<file path="src/rtl/keyword_syntax_classifier_macros.svh">
// Assertion macros used by the classifier window module.
`ifndef KEYWORD_SYNTAX_CLASSIFIER_MACROS_SVH
`define KEYWORD_SYNTAX_CLASSIFIER_MACROS_SVH

`define KSC_ASSERT(label, prop, msg) \
  label: assert property (@(posedge clk) disable iff (rst) prop) else $error(msg);

`define KSC_NEVER(label, cond, msg) \
  `KSC_ASSERT(label, !(cond), msg)

`endif

</file>
<file path="src/rtl/ksc_pkg.sv">
`default_nettype none

package ksc_pkg;

  localparam int LOOKAHEAD_DEPTH = 8;
  localparam int WIN_IDX_W       = $clog2(LOOKAHEAD_DEPTH);
  localparam int FILL_W          = $clog2(LOOKAHEAD_DEPTH + 1);

  localparam int QUEUE_DEPTH = 4;
  localparam int QUEUE_PTR_W = $clog2(QUEUE_DEPTH);
  localparam int QUEUE_CNT_W = $clog2(QUEUE_DEPTH + 1);

  localparam int KW_COUNT   = 9;
  localparam int KW_MAX_LEN = 7;

  localparam logic [7:0] QUOTE_CHAR = 8'h22;

  typedef struct packed {
    logic [7:0] ch;
    logic       cursor;
    logic       last;
    logic       alpha;
    logic       digit;
    logic       quote;
  } ksc_item_t;

  typedef enum logic [2:0] {
    CLS_DEFAULT,
    CLS_KEYWORD,
    CLS_NUMBER,
    CLS_STRING,
    CLS_CURSOR
  } ksc_class_t;

  localparam logic [7:0] KW_TEXT [KW_COUNT][KW_MAX_LEN] = '{
    '{"i", "n", "t", 8'h00, 8'h00, 8'h00, 8'h00},
    '{"r", "e", "t", "u", "r", "n", 8'h00},
    '{"i", "f", 8'h00, 8'h00, 8'h00, 8'h00, 8'h00},
    '{"e", "l", "s", "e", 8'h00, 8'h00, 8'h00},
    '{"w", "h", "i", "l", "e", 8'h00, 8'h00},
    '{"f", "o", "r", 8'h00, 8'h00, 8'h00, 8'h00},
    '{"c", "h", "a", "r", 8'h00, 8'h00, 8'h00},
    '{"v", "o", "i", "d", 8'h00, 8'h00, 8'h00},
    '{"i", "n", "c", "l", "u", "d", "e"}
  };

  localparam logic [WIN_IDX_W-1:0] KW_LEN [KW_COUNT] = '{
    3'd3, 3'd6, 3'd2, 3'd4, 3'd5, 3'd3, 3'd4, 3'd4, 3'd7
  };

endpackage

`default_nettype wire

</file>
<file path="src/rtl/keyword_syntax_classifier.sv">
// A beat passes the front register, queue, window and output register; a letter that may
// open a keyword waits until the keyword is settled by a following character or line end.
// The window moves one beat per cycle unless a letter awaits a keyword, output stalls or the
// window drains at line end. A four-entry queue lets input and output stall independently.
// Reset (rst, synchronous, active high) empties the window, queue and output register.
`default_nettype none

module keyword_syntax_classifier import ksc_pkg::*; (
  input  wire logic        clk,
  input  wire logic        rst,
  input  wire logic        s_axis_tvalid,
  output logic             s_axis_tready,
  input  wire logic [7:0]  s_axis_tdata,   // character
  input  wire logic        s_axis_tuser,   // at_cursor
  input  wire logic        s_axis_tlast,
  output logic             m_axis_tvalid,
  input  wire logic        m_axis_tready,
  output logic [15:0]      m_axis_tdata,   // out_character, color_class, zero fill
  output logic             m_axis_tlast
);

  logic       fr_valid;
  logic       fr_ready;
  ksc_item_t  fr_item;
  logic       q_valid;
  logic       q_ready;
  ksc_item_t  q_item;
  logic [7:0] out_character;
  logic [2:0] out_class;

  ksc_front u_front (
    .clk          (clk),
    .rst          (rst),
    .in_valid     (s_axis_tvalid),
    .in_ready     (s_axis_tready),
    .in_character (s_axis_tdata),
    .in_at_cursor (s_axis_tuser),
    .in_line_end  (s_axis_tlast),
    .q_valid      (fr_valid),
    .q_ready      (fr_ready),
    .q_item       (fr_item)
  );

  ksc_queue u_queue (
    .clk       (clk),
    .rst       (rst),
    .in_valid  (fr_valid),
    .in_ready  (fr_ready),
    .in_item   (fr_item),
    .out_valid (q_valid),
    .out_ready (q_ready),
    .out_item  (q_item)
  );

  ksc_window u_window (
    .clk           (clk),
    .rst           (rst),
    .q_valid       (q_valid),
    .q_ready       (q_ready),
    .q_item        (q_item),
    .out_valid     (m_axis_tvalid),
    .out_ready     (m_axis_tready),
    .out_character (out_character),
    .out_class     (out_class),
    .out_done      (m_axis_tlast)
  );

  assign m_axis_tdata = {5'b0, out_class, out_character};

endmodule

`default_nettype wire

</file>
<file path="src/rtl/ksc_front.sv">
`default_nettype none

module ksc_front import ksc_pkg::*; (
  input  wire logic       clk,
  input  wire logic       rst,
  input  wire logic       in_valid,
  output logic            in_ready,
  input  wire logic [7:0] in_character,
  input  wire logic       in_at_cursor,
  input  wire logic       in_line_end,
  output logic            q_valid,
  input  wire logic       q_ready,
  output ksc_item_t       q_item
);

  logic      valid;
  ksc_item_t item;
  ksc_item_t item_next;

  always_comb begin
    item_next.ch     = in_character;
    item_next.cursor = in_at_cursor;
    item_next.last   = in_line_end;
    item_next.alpha  = (in_character >= 8'h41 && in_character <= 8'h5a) ||
                       (in_character >= 8'h61 && in_character <= 8'h7a);
    item_next.digit  = in_character >= 8'h30 && in_character <= 8'h39;
    item_next.quote  = in_character == QUOTE_CHAR;
  end

  assign in_ready = !valid || q_ready;
  assign q_valid  = valid;
  assign q_item   = item;

  always_ff @(posedge clk) begin
    if (rst) begin
      valid <= 1'b0;
    end else if (in_ready) begin
      valid <= in_valid;
    end
  end

  always_ff @(posedge clk) begin
    if (in_valid && in_ready) begin
      item <= item_next;
    end
  end

endmodule

`default_nettype wire

</file>
<file path="src/rtl/ksc_queue.sv">
`default_nettype none

module ksc_queue import ksc_pkg::*; (
  input  wire logic       clk,
  input  wire logic       rst,
  input  wire logic       in_valid,
  output logic            in_ready,
  input  wire ksc_item_t  in_item,
  output logic            out_valid,
  input  wire logic       out_ready,
  output ksc_item_t       out_item
);

  ksc_item_t                slots [QUEUE_DEPTH];
  logic [QUEUE_PTR_W-1:0]   wr_ptr;
  logic [QUEUE_PTR_W-1:0]   rd_ptr;
  logic [QUEUE_CNT_W-1:0]   count;
  logic                     push;
  logic                     pop;

  assign in_ready  = count != QUEUE_CNT_W'(QUEUE_DEPTH);
  assign out_valid = count != '0;
  assign out_item  = slots[rd_ptr];
  assign push      = in_valid && in_ready;
  assign pop       = out_valid && out_ready;

  always_ff @(posedge clk) begin
    if (rst) begin
      wr_ptr <= '0;
      rd_ptr <= '0;
      count  <= '0;
    end else begin
      if (push) begin
        wr_ptr <= wr_ptr + 1'b1;
      end
      if (pop) begin
        rd_ptr <= rd_ptr + 1'b1;
      end
      count <= count + QUEUE_CNT_W'(push) - QUEUE_CNT_W'(pop);
    end
  end

  always_ff @(posedge clk) begin
    if (push) begin
      slots[wr_ptr] <= in_item;
    end
  end

endmodule

`default_nettype wire

</file>
<file path="src/rtl/ksc_window.sv">
`default_nettype none
`include "keyword_syntax_classifier_macros.svh"

module ksc_window import ksc_pkg::*; (
  input  wire logic       clk,
  input  wire logic       rst,
  input  wire logic       q_valid,
  output logic            q_ready,
  input  wire ksc_item_t  q_item,
  output logic            out_valid,
  input  wire logic       out_ready,
  output logic [7:0]      out_character,
  output logic [2:0]      out_class,
  output logic            out_done
);

  ksc_item_t              win [LOOKAHEAD_DEPTH];
  logic [FILL_W-1:0]      fill;
  logic                   end_pending;
  logic                   in_string;
  logic                   in_number;
  logic                   prev_alnum;
  logic [WIN_IDX_W-1:0]   kw_rem;
  ksc_class_t             out_cls;

  ksc_item_t              head;
  logic                   final_win;
  logic                   kw_wait;
  logic [WIN_IDX_W-1:0]   kw_found;
  logic                   hold;
  ksc_class_t             cls;
  logic                   in_string_next;
  logic                   in_number_next;
  logic [WIN_IDX_W-1:0]   kw_rem_next;
  logic                   decidable;
  logic                   emit;
  logic                   last_char;
  logic                   take;
  logic [WIN_IDX_W-1:0]   wr_idx;
  logic                   line_busy;

  assign head      = win[0];
  assign final_win = end_pending || fill == FILL_W'(LOOKAHEAD_DEPTH);

  // Match every keyword against the window head in parallel.
  always_comb begin
    logic hit;
    logic waiting;
    logic stop;
    kw_wait  = 1'b0;
    kw_found = '0;
    for (int k = 0; k < KW_COUNT; k++) begin
      hit     = 1'b1;
      waiting = 1'b0;
      stop    = 1'b0;
      for (int p = 0; p < KW_MAX_LEN; p++) begin
        if (!stop && p < int'(KW_LEN[k])) begin
          if (FILL_W'(p) >= fill) begin
            if (final_win) begin
              hit = 1'b0;
            end else begin
              waiting = 1'b1;
            end
            stop = 1'b1;
          end else if (win[p].ch != KW_TEXT[k][p]) begin
            hit  = 1'b0;
            stop = 1'b1;
          end
        end
      end
      if (waiting) begin
        kw_wait = 1'b1;
      end else if (hit && kw_found == '0) begin
        if (FILL_W'(KW_LEN[k]) < fill) begin
          if (!(win[KW_LEN[k]].alpha || win[KW_LEN[k]].digit)) begin
            kw_found = KW_LEN[k];
          end
        end else if (final_win) begin
          kw_found = KW_LEN[k];
        end else begin
          kw_wait = 1'b1;
        end
      end
    end
  end

  always_comb begin
    hold           = 1'b0;
    cls            = CLS_DEFAULT;
    in_string_next = in_string;
    in_number_next = in_number;
    kw_rem_next    = kw_rem;
    if (kw_rem != '0) begin
      cls         = CLS_KEYWORD;
      kw_rem_next = kw_rem - 1'b1;
    end else begin
      in_number_next = in_number && head.digit;
      if (in_string) begin
        cls = CLS_STRING;
        if (head.quote) begin
          in_string_next = 1'b0;
        end
      end else if (in_number && head.digit) begin
        cls = CLS_NUMBER;
      end else if (head.cursor) begin
        cls = CLS_CURSOR;
      end else if (head.alpha) begin
        if (!prev_alnum) begin
          if (kw_found != '0) begin
            cls         = CLS_KEYWORD;
            kw_rem_next = kw_found - 1'b1;
          end else if (kw_wait) begin
            hold = 1'b1;
          end
        end
      end else if (head.digit) begin
        cls            = CLS_NUMBER;
        in_number_next = 1'b1;
      end else if (head.quote) begin
        cls            = CLS_STRING;
        in_string_next = 1'b1;
      end
    end
  end

  assign decidable = fill != '0 && !hold;
  assign emit      = decidable && (!out_valid || out_ready);
  assign last_char = end_pending && fill == FILL_W'(1);
  assign q_ready   = (fill < FILL_W'(LOOKAHEAD_DEPTH) || emit) &&
                     (!end_pending || (emit && last_char));
  assign take      = q_valid && q_ready;
  assign wr_idx    = WIN_IDX_W'(fill - FILL_W'(emit));
  assign line_busy = kw_rem != '0 || in_string || in_number || prev_alnum;

  always_ff @(posedge clk) begin
    if (rst) begin
      fill        <= '0;
      end_pending <= 1'b0;
      in_string   <= 1'b0;
      in_number   <= 1'b0;
      prev_alnum  <= 1'b0;
      kw_rem      <= '0;
      out_valid   <= 1'b0;
    end else begin
      fill <= fill - FILL_W'(emit) + FILL_W'(take);
      if (take) begin
        end_pending <= q_item.last;
      end else if (emit && last_char) begin
        end_pending <= 1'b0;
      end
      if (emit) begin
        in_string  <= in_string_next && !last_char;
        in_number  <= in_number_next && !last_char;
        prev_alnum <= (head.alpha || head.digit) && !last_char;
        kw_rem     <= last_char ? '0 : kw_rem_next;
        out_valid  <= 1'b1;
      end else if (out_ready) begin
        out_valid <= 1'b0;
      end
    end
  end

  always_ff @(posedge clk) begin
    for (int i = 0; i < LOOKAHEAD_DEPTH - 1; i++) begin
      if (take && WIN_IDX_W'(i) == wr_idx) begin
        win[i] <= q_item;
      end else if (emit) begin
        win[i] <= win[i + 1];
      end
    end
    if (take && wr_idx == WIN_IDX_W'(LOOKAHEAD_DEPTH - 1)) begin
      win[LOOKAHEAD_DEPTH - 1] <= q_item;
    end
    if (emit) begin
      out_character <= head.ch;
      out_cls       <= cls;
      out_done      <= last_char;
    end
  end

  assign out_class = out_cls;

  `KSC_ASSERT(a_fill_bound, fill <= FILL_W'(LOOKAHEAD_DEPTH), "window fill beyond its depth")
  `KSC_ASSERT(a_full_decides, fill == FILL_W'(LOOKAHEAD_DEPTH) |-> decidable, "full window stuck")
  `KSC_NEVER(a_kw_exclusive, kw_rem != '0 && (in_string || in_number), "keyword inside token")
  `KSC_ASSERT(a_kw_in_window, kw_rem != '0 |-> fill != '0, "keyword tail missing from window")
  `KSC_ASSERT(a_line_clears, emit && last_char |=> !line_busy, "line state not cleared")

endmodule

`default_nettype wire
</file>
<file path="config.mk">
export PLATFORM = sky130hd
export DESIGN_NAME = keyword_syntax_classifier
export DESIGN_NICKNAME = d
export VERILOG_FILES = /design/src/rtl/ksc_pkg.sv /design/src/rtl/keyword_syntax_classifier.sv /design/src/rtl/ksc_front.sv /design/src/rtl/ksc_queue.sv /design/src/rtl/ksc_window.sv
export VERILOG_INCLUDE_DIRS = /design/src /design/src/rtl
export SDC_FILE = /design/constraint.sdc
export NUM_CORES = 1
export LEC_CHECK = 0
export BUFFER_PORTS_ARGS = -buffer_cell sky130_fd_sc_hd__buf_2
export CAP_MARGIN = 15
export CORE_MARGIN = 2
export CORE_UTILIZATION = 25
export DETAILED_ROUTE_END_ITERATION = 12
export HOLD_SLACK_MARGIN = 0.05
export PLACE_DENSITY = 0.51
export RECOVER_POWER = 50
export SETUP_SLACK_MARGIN = 0.02
export SLEW_MARGIN = 20
export SYNTH_ARGS = -nofsm -noshare
export SYNTH_HDL_FRONTEND = slang
export SYNTH_SLANG_ARGS = --single-unit
</file>
<file path="constraint.sdc">
create_clock -name clk -period 14.2 [get_ports clk]
set_clock_uncertainty 0.05 [all_clocks]
set_input_delay 1.42 -clock clk [delete_from_list [all_inputs] [get_ports clk]]
set_output_delay 1.42 -clock clk [all_outputs]
set_load 0.05 [all_outputs]
</file>
==> results.txt, run 1 <==
The run finished, with violations left. The final reports fail on capacitance limit, slew limit. STA classifies the critical path endpoint as a register. The worst pin sits at a relative slew slack of -72.1%. The count of pins on the block boundary came out at 33. The library cell used as clock root buffer is clkbuf_16. The signal arrival time at the worst endpoint came out at 8.99 ns. The floorplan step set the die width to 201 µm. The number of hold violations in the final report is 0.

Among all flip-flop cells after synthesis, the most frequent one is edfxtp_1. The layout has 3924 filler cells. The final-stage net count is 768. A synthesized cell averages 13.5 µm².

The number of setup violations in the final report is 0. The number of gates resized after CTS was 0. The H-tree depth reported by CTS came out at 4. The sequential area share after synthesis came out at 58.1%. The antenna diode instance count came out at 0. The number of enable flip-flop cells after synthesis came out at 173. The largest net degree at the start of global routing is 24. The later-pin clock latency in the skew report is 0.45 ns. The core area came out at 0.0385 mm². The placement row count is 72. The total of hold buffers inserted after clock tree synthesis is 0. The critical path class is reg2reg. Counting I/O delays and the setup requirement, the final critical path takes 8.84 ns. The tightest min-delay check is of the reg2reg type. The detailed placer's ending HPWL is 16400 µm. The residual antenna-violating net count after detailed routing came out at 0. The flop and latch count out of synthesis is 195. The per-cell via count in the routed design came out at 4.76.

The mapped netlist covers 0.00970 mm². The average detailed-routed wire length per instance is 17.5 µm. The share of the clock period used by the worst path after layout came out at 62.3%. The maximum clock rate is 0.113 GHz. The initial antenna violation count came out at 0. The DRC marker count from the first detailed-route iteration came out at 358. The distinct cell type count after synthesis came out at 87.

Data on the critical path is required at its endpoint by 14.35 ns. For this configuration, the core starts out at a cell density of 25.2%. The Yosys warning count is 0. The die covers 0.0404 mm². The routed wire length is 22300 µm.

No sink is reached through more buffers than the 2 on the longest clock path. The first-pass GRT wire length came out at 35000 µm. The final sum of negative setup slack came out at 0 ns. The fraction of final layout cells with drive strength greater than 1 came out at 15.4%. The routed via count came out at 6055.

The die boundary height came out at 201 µm. The setup fix buffers added after clock tree synthesis is 0. After synthesis, the share of flip-flops with an asynchronous set or reset is 0%. The number of detailed-route iterations in the first pass came out at 5. The worst-margin pin slew came out at 2.55 ns. The number of clock sinks is 195. The overall track demand over capacity in global routing came out at 11.2%. The synthesized netlist cell count came out at 717. The largest driver fanout on the critical path is 23. Setup repair after global routing left no endpoint under its margin. Compared with the post-synthesis result, the final layout area differs by 12.2%. For this run, design rule violations remaining after detail routing come to 0. The clock transition at the register clock pins on the worst setup and hold paths after CTS came out at 0.08 ns. The number of global-route vias before repair was 6007.

The number of CTS-inserted buffers came out at 17. The max-cap violation count came out at 2. TritonCTS built the clock tree. The number of input and output port buffers inserted is 27.

The placer's final routability congestion estimate came out at 0.928. The setup slack on the worst flop-to-flop path came out at 5.36 ns. The total count of max-transition violations in the final report came out at 38.

Summed over all layers, the global routing overflow is 0. STA classifies the critical path startpoint as a register.
[registers in the layout (all words and copies together), names as in the netlist, 2 cells and up, named ones only]
name / count
u_queue.rd_ptr: 2
u_window.kw_rem: 3
u_queue.slots: 52
u_window.win: 96
u_queue.count: 3
u_window.fill: 4
u_front.q_item: 13
u_window.out_character: 8
u_queue.wr_ptr: 2
u_window.out_class: 3
[final timing paths]
kind	startpoint	cells past startpoint	endpoint
worst max-delay path	u_window.fill[0]	17	u_window.win[2][10]
worst min-delay path	u_window.prev_alnum	2	u_window.prev_alnum
worst max register to register	u_window.fill[0]	17	u_window.win[2][10]
worst min register to register	u_window.prev_alnum	2	u_window.prev_alnum
[metal layers]
layer | wire length [µm] | up-vias | global-route usage [%]
li1 | - | 2868 | -
met1 | 10500 | 3002 | 15.0
met2 | 10500 | 157 | 18.2
met3 | 931 | 28 | 2.58
met4 | 365 | 0 | 3.28
met5 | 0 | - | 0
[kinds of logic (layout without fill, tap and decap cells)]
| logic type | count (synthesis) | after routing | synth area share, % |
|---|---|---|---|
| AOI/OAI and AO/OA | 132 | 132 | 9.29 |
| xor gates and xnor gates | 10 | 10 | 0.903 |
| adders and majority gates | 12 | 12 | 1.62 |
| buffers and inverters | 52 | 86 | 2.86 |
| DFF | 195 | 195 | 58.1 |
| muxes | 99 | 99 | 13.4 |
| other | 1 | 5 | 0.0387 |
| and+or+nand+nor | 216 | 216 | 13.8 |
[cell type report]
class	instances	area (µm²)	area share [%]
Clock buffer	17	425	3.91
Sequential cell	195	5640	51.8
Multi-Input combinational cell	474	3790	34.8
Tap cell	518	648	5.95
Timing Repair Buffer	32	144	1.32
Clock inverter	15	163	1.49
Inverter	22	82.6	0.758
[cell usage in the layout, fill, tap and decap left out, types with 5 or more instances in the layout]
cell type,count
a211oi_1,5
a21o_1,5
a21oi_1,30
a21oi_2,6
a31oi_1,10
and3_1,10
buf_4,5
clkbuf_1,23
clkbuf_16,17
conb_1,5
dfxtp_1,22
edfxtp_1,173
ha_1,11
inv_1,21
mux2_1,50
mux2_2,25
mux2_4,10
mux4_2,13
nand2_1,34
nand2b_1,8
nand3_1,13
nand3b_1,5
nand4_1,11
nor2_1,36
nor2b_1,16
nor3_1,14
nor4_1,6
nor4b_1,6
nor4bb_1,6
o21ai_0,18
o21ai_1,8
or2_2,5
or3_1,11
xnor2_1,8
[synthesized netlist by cell type, types with 11 or more instances]
cell type  count  share of area, %
a21oi_1       30               1.5
o21ai_0       22               1.1
nor3_1        14              0.72
mux2_1        50               5.8
buf_4         12              0.93
mux4_2        13               3.0
nor2b_1       16               1.0
mux2_2        25               2.9
inv_1         20              0.77
or3_1         11              0.71
ha_1          11               1.4
nand2_1       34               1.3
edfxtp_1     173                54
dfxtp_1       22               4.5
nor2_1        36               1.4
nand3_1       13              0.67
[critical path, cell delays in order, from the launching register on]
cell       delay, ns
dfxtp_1         0.73
clkinv_1        0.41
o21ai_0         0.86
a2111oi_0       0.31
nor4_1          0.32
a32o_1          0.18
nor3_1          0.05
and3_1          0.19
o21ai_0         1.90
inv_1           1.14
ha_1            0.54
ha_1            0.35
inv_1           0.10
nor3_1          0.23
o21ai_0         0.18
nand2b_1        0.22
nand2_1         0.41
mux2_2          0.40
[stage by stage]
step	cells	hold slack (ns)	worst slack [ns]	utilization, %	area (µm²)
floorplan	721	0.382	9.43	-	9720
global placement	1241	0.398	7.86	26.9	10300
detailed placement	1241	0.396	7.92	26.9	10300
CTS	1273	0.407	7.88	28.4	10900
global route	1273	0.434	4.62	28.3	10900
finish	1273	0.404	5.36	28.3	10900
Power of run 1 is not shown: default switching activity piles up to over one toggle a cycle in this logic, so the estimate is an artifact.
==> run 2: changes to the inputs <==
- clock period: 14.2 -> 8.7 ns (I/O delays scaled with it)
==> results.txt, run 2 (synthesized netlist as in run 1, its figures left out) <==
The flow ran to the end, but the final reports show violations. The checks that failed: capacitance limit, slew limit. The register bank with the most flops is u_window.win. The number of global-route vias before repair is 6067. The clock net in this run drives a total of 195 sinks.

The worst reg-to-reg path cell count is 17. The met2 usage is 18.3%. The die boundary height came out at 201 µm.

The number of input and output port buffers inserted is 27. The worst register-to-register path begins at u_window.fill[2]. The full die area came out at 0.0404 mm².

The H-tree depth reported by CTS came out at 4. The total overflow reported by the global router is 0. The largest driver fanout on the critical path is 23.

After filler insertion, the fill cell instance count of the layout stands at 3952. The number of hold violations in the final report is 0. The end of the worst register-to-register path is u_window.win[2][11].

The starting density of the core is 25.2%. The initial antenna violation count came to 0. The total of hold buffers inserted after clock tree synthesis came out at 0. The placer's final routability congestion estimate came out at 0.929.

The average detailed-routed wire length per instance came out at 17.7 µm. The detailed placer's ending HPWL is 16600 µm. The worst hold path was traced through 2 stages.

The total area inside the core boundary comes to 0.0385 mm². The number of setup violations in the final report came out at 0. The number of buffers and inverters on the critical path is 2. The worst path setup slack after routing came out at 1.90 ns. The placement row count is 72. The number of CTS-inserted buffers came out at 17.

Once detail routing completed, the nets flagged for antenna violations numbered 0. The highest cell delay on the worst timing path is 0.90 ns. The overall track demand over capacity in global routing is 11.4%. The slowest stage of the critical path belongs to the cell dfxtp_1. The path with the worst hold slack has its endpoint at u_window.prev_alnum. Summing over every cut layer, the via total after detailed routing is 6025. Walking the worst path, the cells encountered are o21a_1 -> o2111ai_1 -> a2111oi_0 -> o32ai_1 -> o21ai_1 -> nor3_1 -> and3_1 -> o21ai_2 -> inv_1 -> ha_1 -> ha_1 -> inv_1 -> nor3_1 -> o21ai_0 -> nand2b_1 -> nand2_1 -> mux2_2. The startpoint identified for the worst hold timing path is u_window.prev_alnum. The tightest min-delay check is of the reg2reg type. The number of gates given a new drive strength after cts is 0. The fraction of final layout cells with drive strength greater than 1 is 15.5%. The worst slack at placement is 2.40 ns.

The maximum clock rate came out at 0.147 GHz. At the worst endpoint, the required time is 8.85 ns. The count of pins on the block boundary is 33.

The signal arrival time at the worst endpoint came out at 6.95 ns. The DRC marker count from the first detailed-route iteration came out at 307. Wires add up to 22600 µm. The later-pin clock latency in the skew report is 0.44 ns. The total count of max-transition violations in the final report came out at 14. The busiest layer in global routing is met2. The area growth from synthesis to final layout is 13.0%.

For flop-to-flop paths, the worst setup slack is 1.90 ns. The die boundary width is 201 µm. The global routing met3 resource utilization came out at 2.40%. The worst setup path is launched from a register.

The critical path is of the reg2reg type. The post-route minimum period is 6.80 ns. The cell family contributing the most delay on the critical path is compound AO/OA/AOI/OAI gates. The global routing met1 resource utilization is 15.5%. The first-pass GRT wire length came out at 35700 µm.

The max-cap violation count came out at 1. The per-cell via count in the routed design is 4.73. The library cells used most frequently in the layout, excluding fill and tap cells, are edfxtp_1, mux2_1, nor2_1, nand2_1, a21oi_1. Setup repair after global routing left no endpoint under its margin. At the pin with the least slew margin, the transition time is 1.65 ns.

Clock-pin slew was measured on the worst setup and hold paths at 0.08 ns. Measured against its own limit, the worst slew margin works out to -10.7%. The antenna diode instance count came out at 0. The tree is rooted in a clkbuf_16.

The number of DRC violations after detailed routing came out at 0. TritonCTS built the clock tree. The setup fix buffers added after clock tree synthesis is 0. Dividing the final minimum period by the clock period gives 78.2%. The final-stage net count is 768. The worst setup path is captured at a register. Entering global routing, the biggest net connects 24 pins. The longest clock path from root to sink contains 2 buffers. Leaving out fill and tap cells, the most frequent cell in the layout is edfxtp_1. The flip-flop count of the largest register, all copies and words added came out at 96. The pre-antenna-repair detailed-routing pass consisted of 5 iterations. The final sum of negative setup slack is 0 ns.
[run 2: cell types whose count changed in the layout (fill, tap and decap cells not counted)]
cell / previous run / this run
o21ai_1: 8 / 9
bufinv_16: 0 / 3
o21ai_0: 18 / 16
inv_12: 1 / 2
inv_8: 4 / 2
inv_6: 2 / 3
clkinvlp_4: 4 / 2
o21ai_2: 2 / 3
clkinv_2: 1 / 0
[run 2: tightest hold or removal path, cell delays in order (launching register included)]
cell,delay (ns)
dfxtp_1,0.31
nand2_1,0.05
a21oi_1,0.05
[run 2: worst max path at each step]
stage | from | to | slack [ns] | cells past startpoint
after detailed placement | u_window.fill[3] | u_window.win[2][22] | 2.40 | 15
after global routing | u_window.fill[3] | u_window.win[2][7] | 1.39 | 17
final | u_window.fill[2] | u_window.win[2][11] | 1.90 | 17
after global placement | u_window.fill[2] | u_window.win[2][11] | 2.37 | 17
after floorplan | u_window.win[0][12] | u_window.win[2][13] | 3.93 | 15
after CTS | u_window.fill[3] | u_window.win[2][17] | 2.34 | 14
[run 2: layout make-up]
class	instances	area [µm²]	share of cell area, %
Tap cell	518	648	5.91
Sequential cell	195	5640	51.4
Multi-Input combinational cell	474	3790	34.6
Clock inverter	15	235	2.15
Inverter	22	82.6	0.753
Timing Repair Buffer	32	144	1.31
Clock buffer	17	425	3.88
[run 2: through the flow]
stage	instances	util (%)	cell area [µm²]	hold slack, ns
floorplan	721	-	9720	0.382
global placement	1241	26.9	10300	0.396
detailed placement	1241	26.9	10300	0.403
CTS	1273	28.6	11000	0.414
global route	1273	28.5	11000	0.442
finish	1273	28.5	11000	0.408
[run 2: per-layer routing]
metal / vias to the layer above / wire, µm / part of all wire (%)
li1: 2869 / - / -
met1: 2959 / 10600 / 47
met2: 164 / 10500 / 47
met3: 33 / 1060 / 4.7
met4: 0 / 374 / 1.7
met5: - / 0 / 0
Power of run 2 is left out for the same reason.
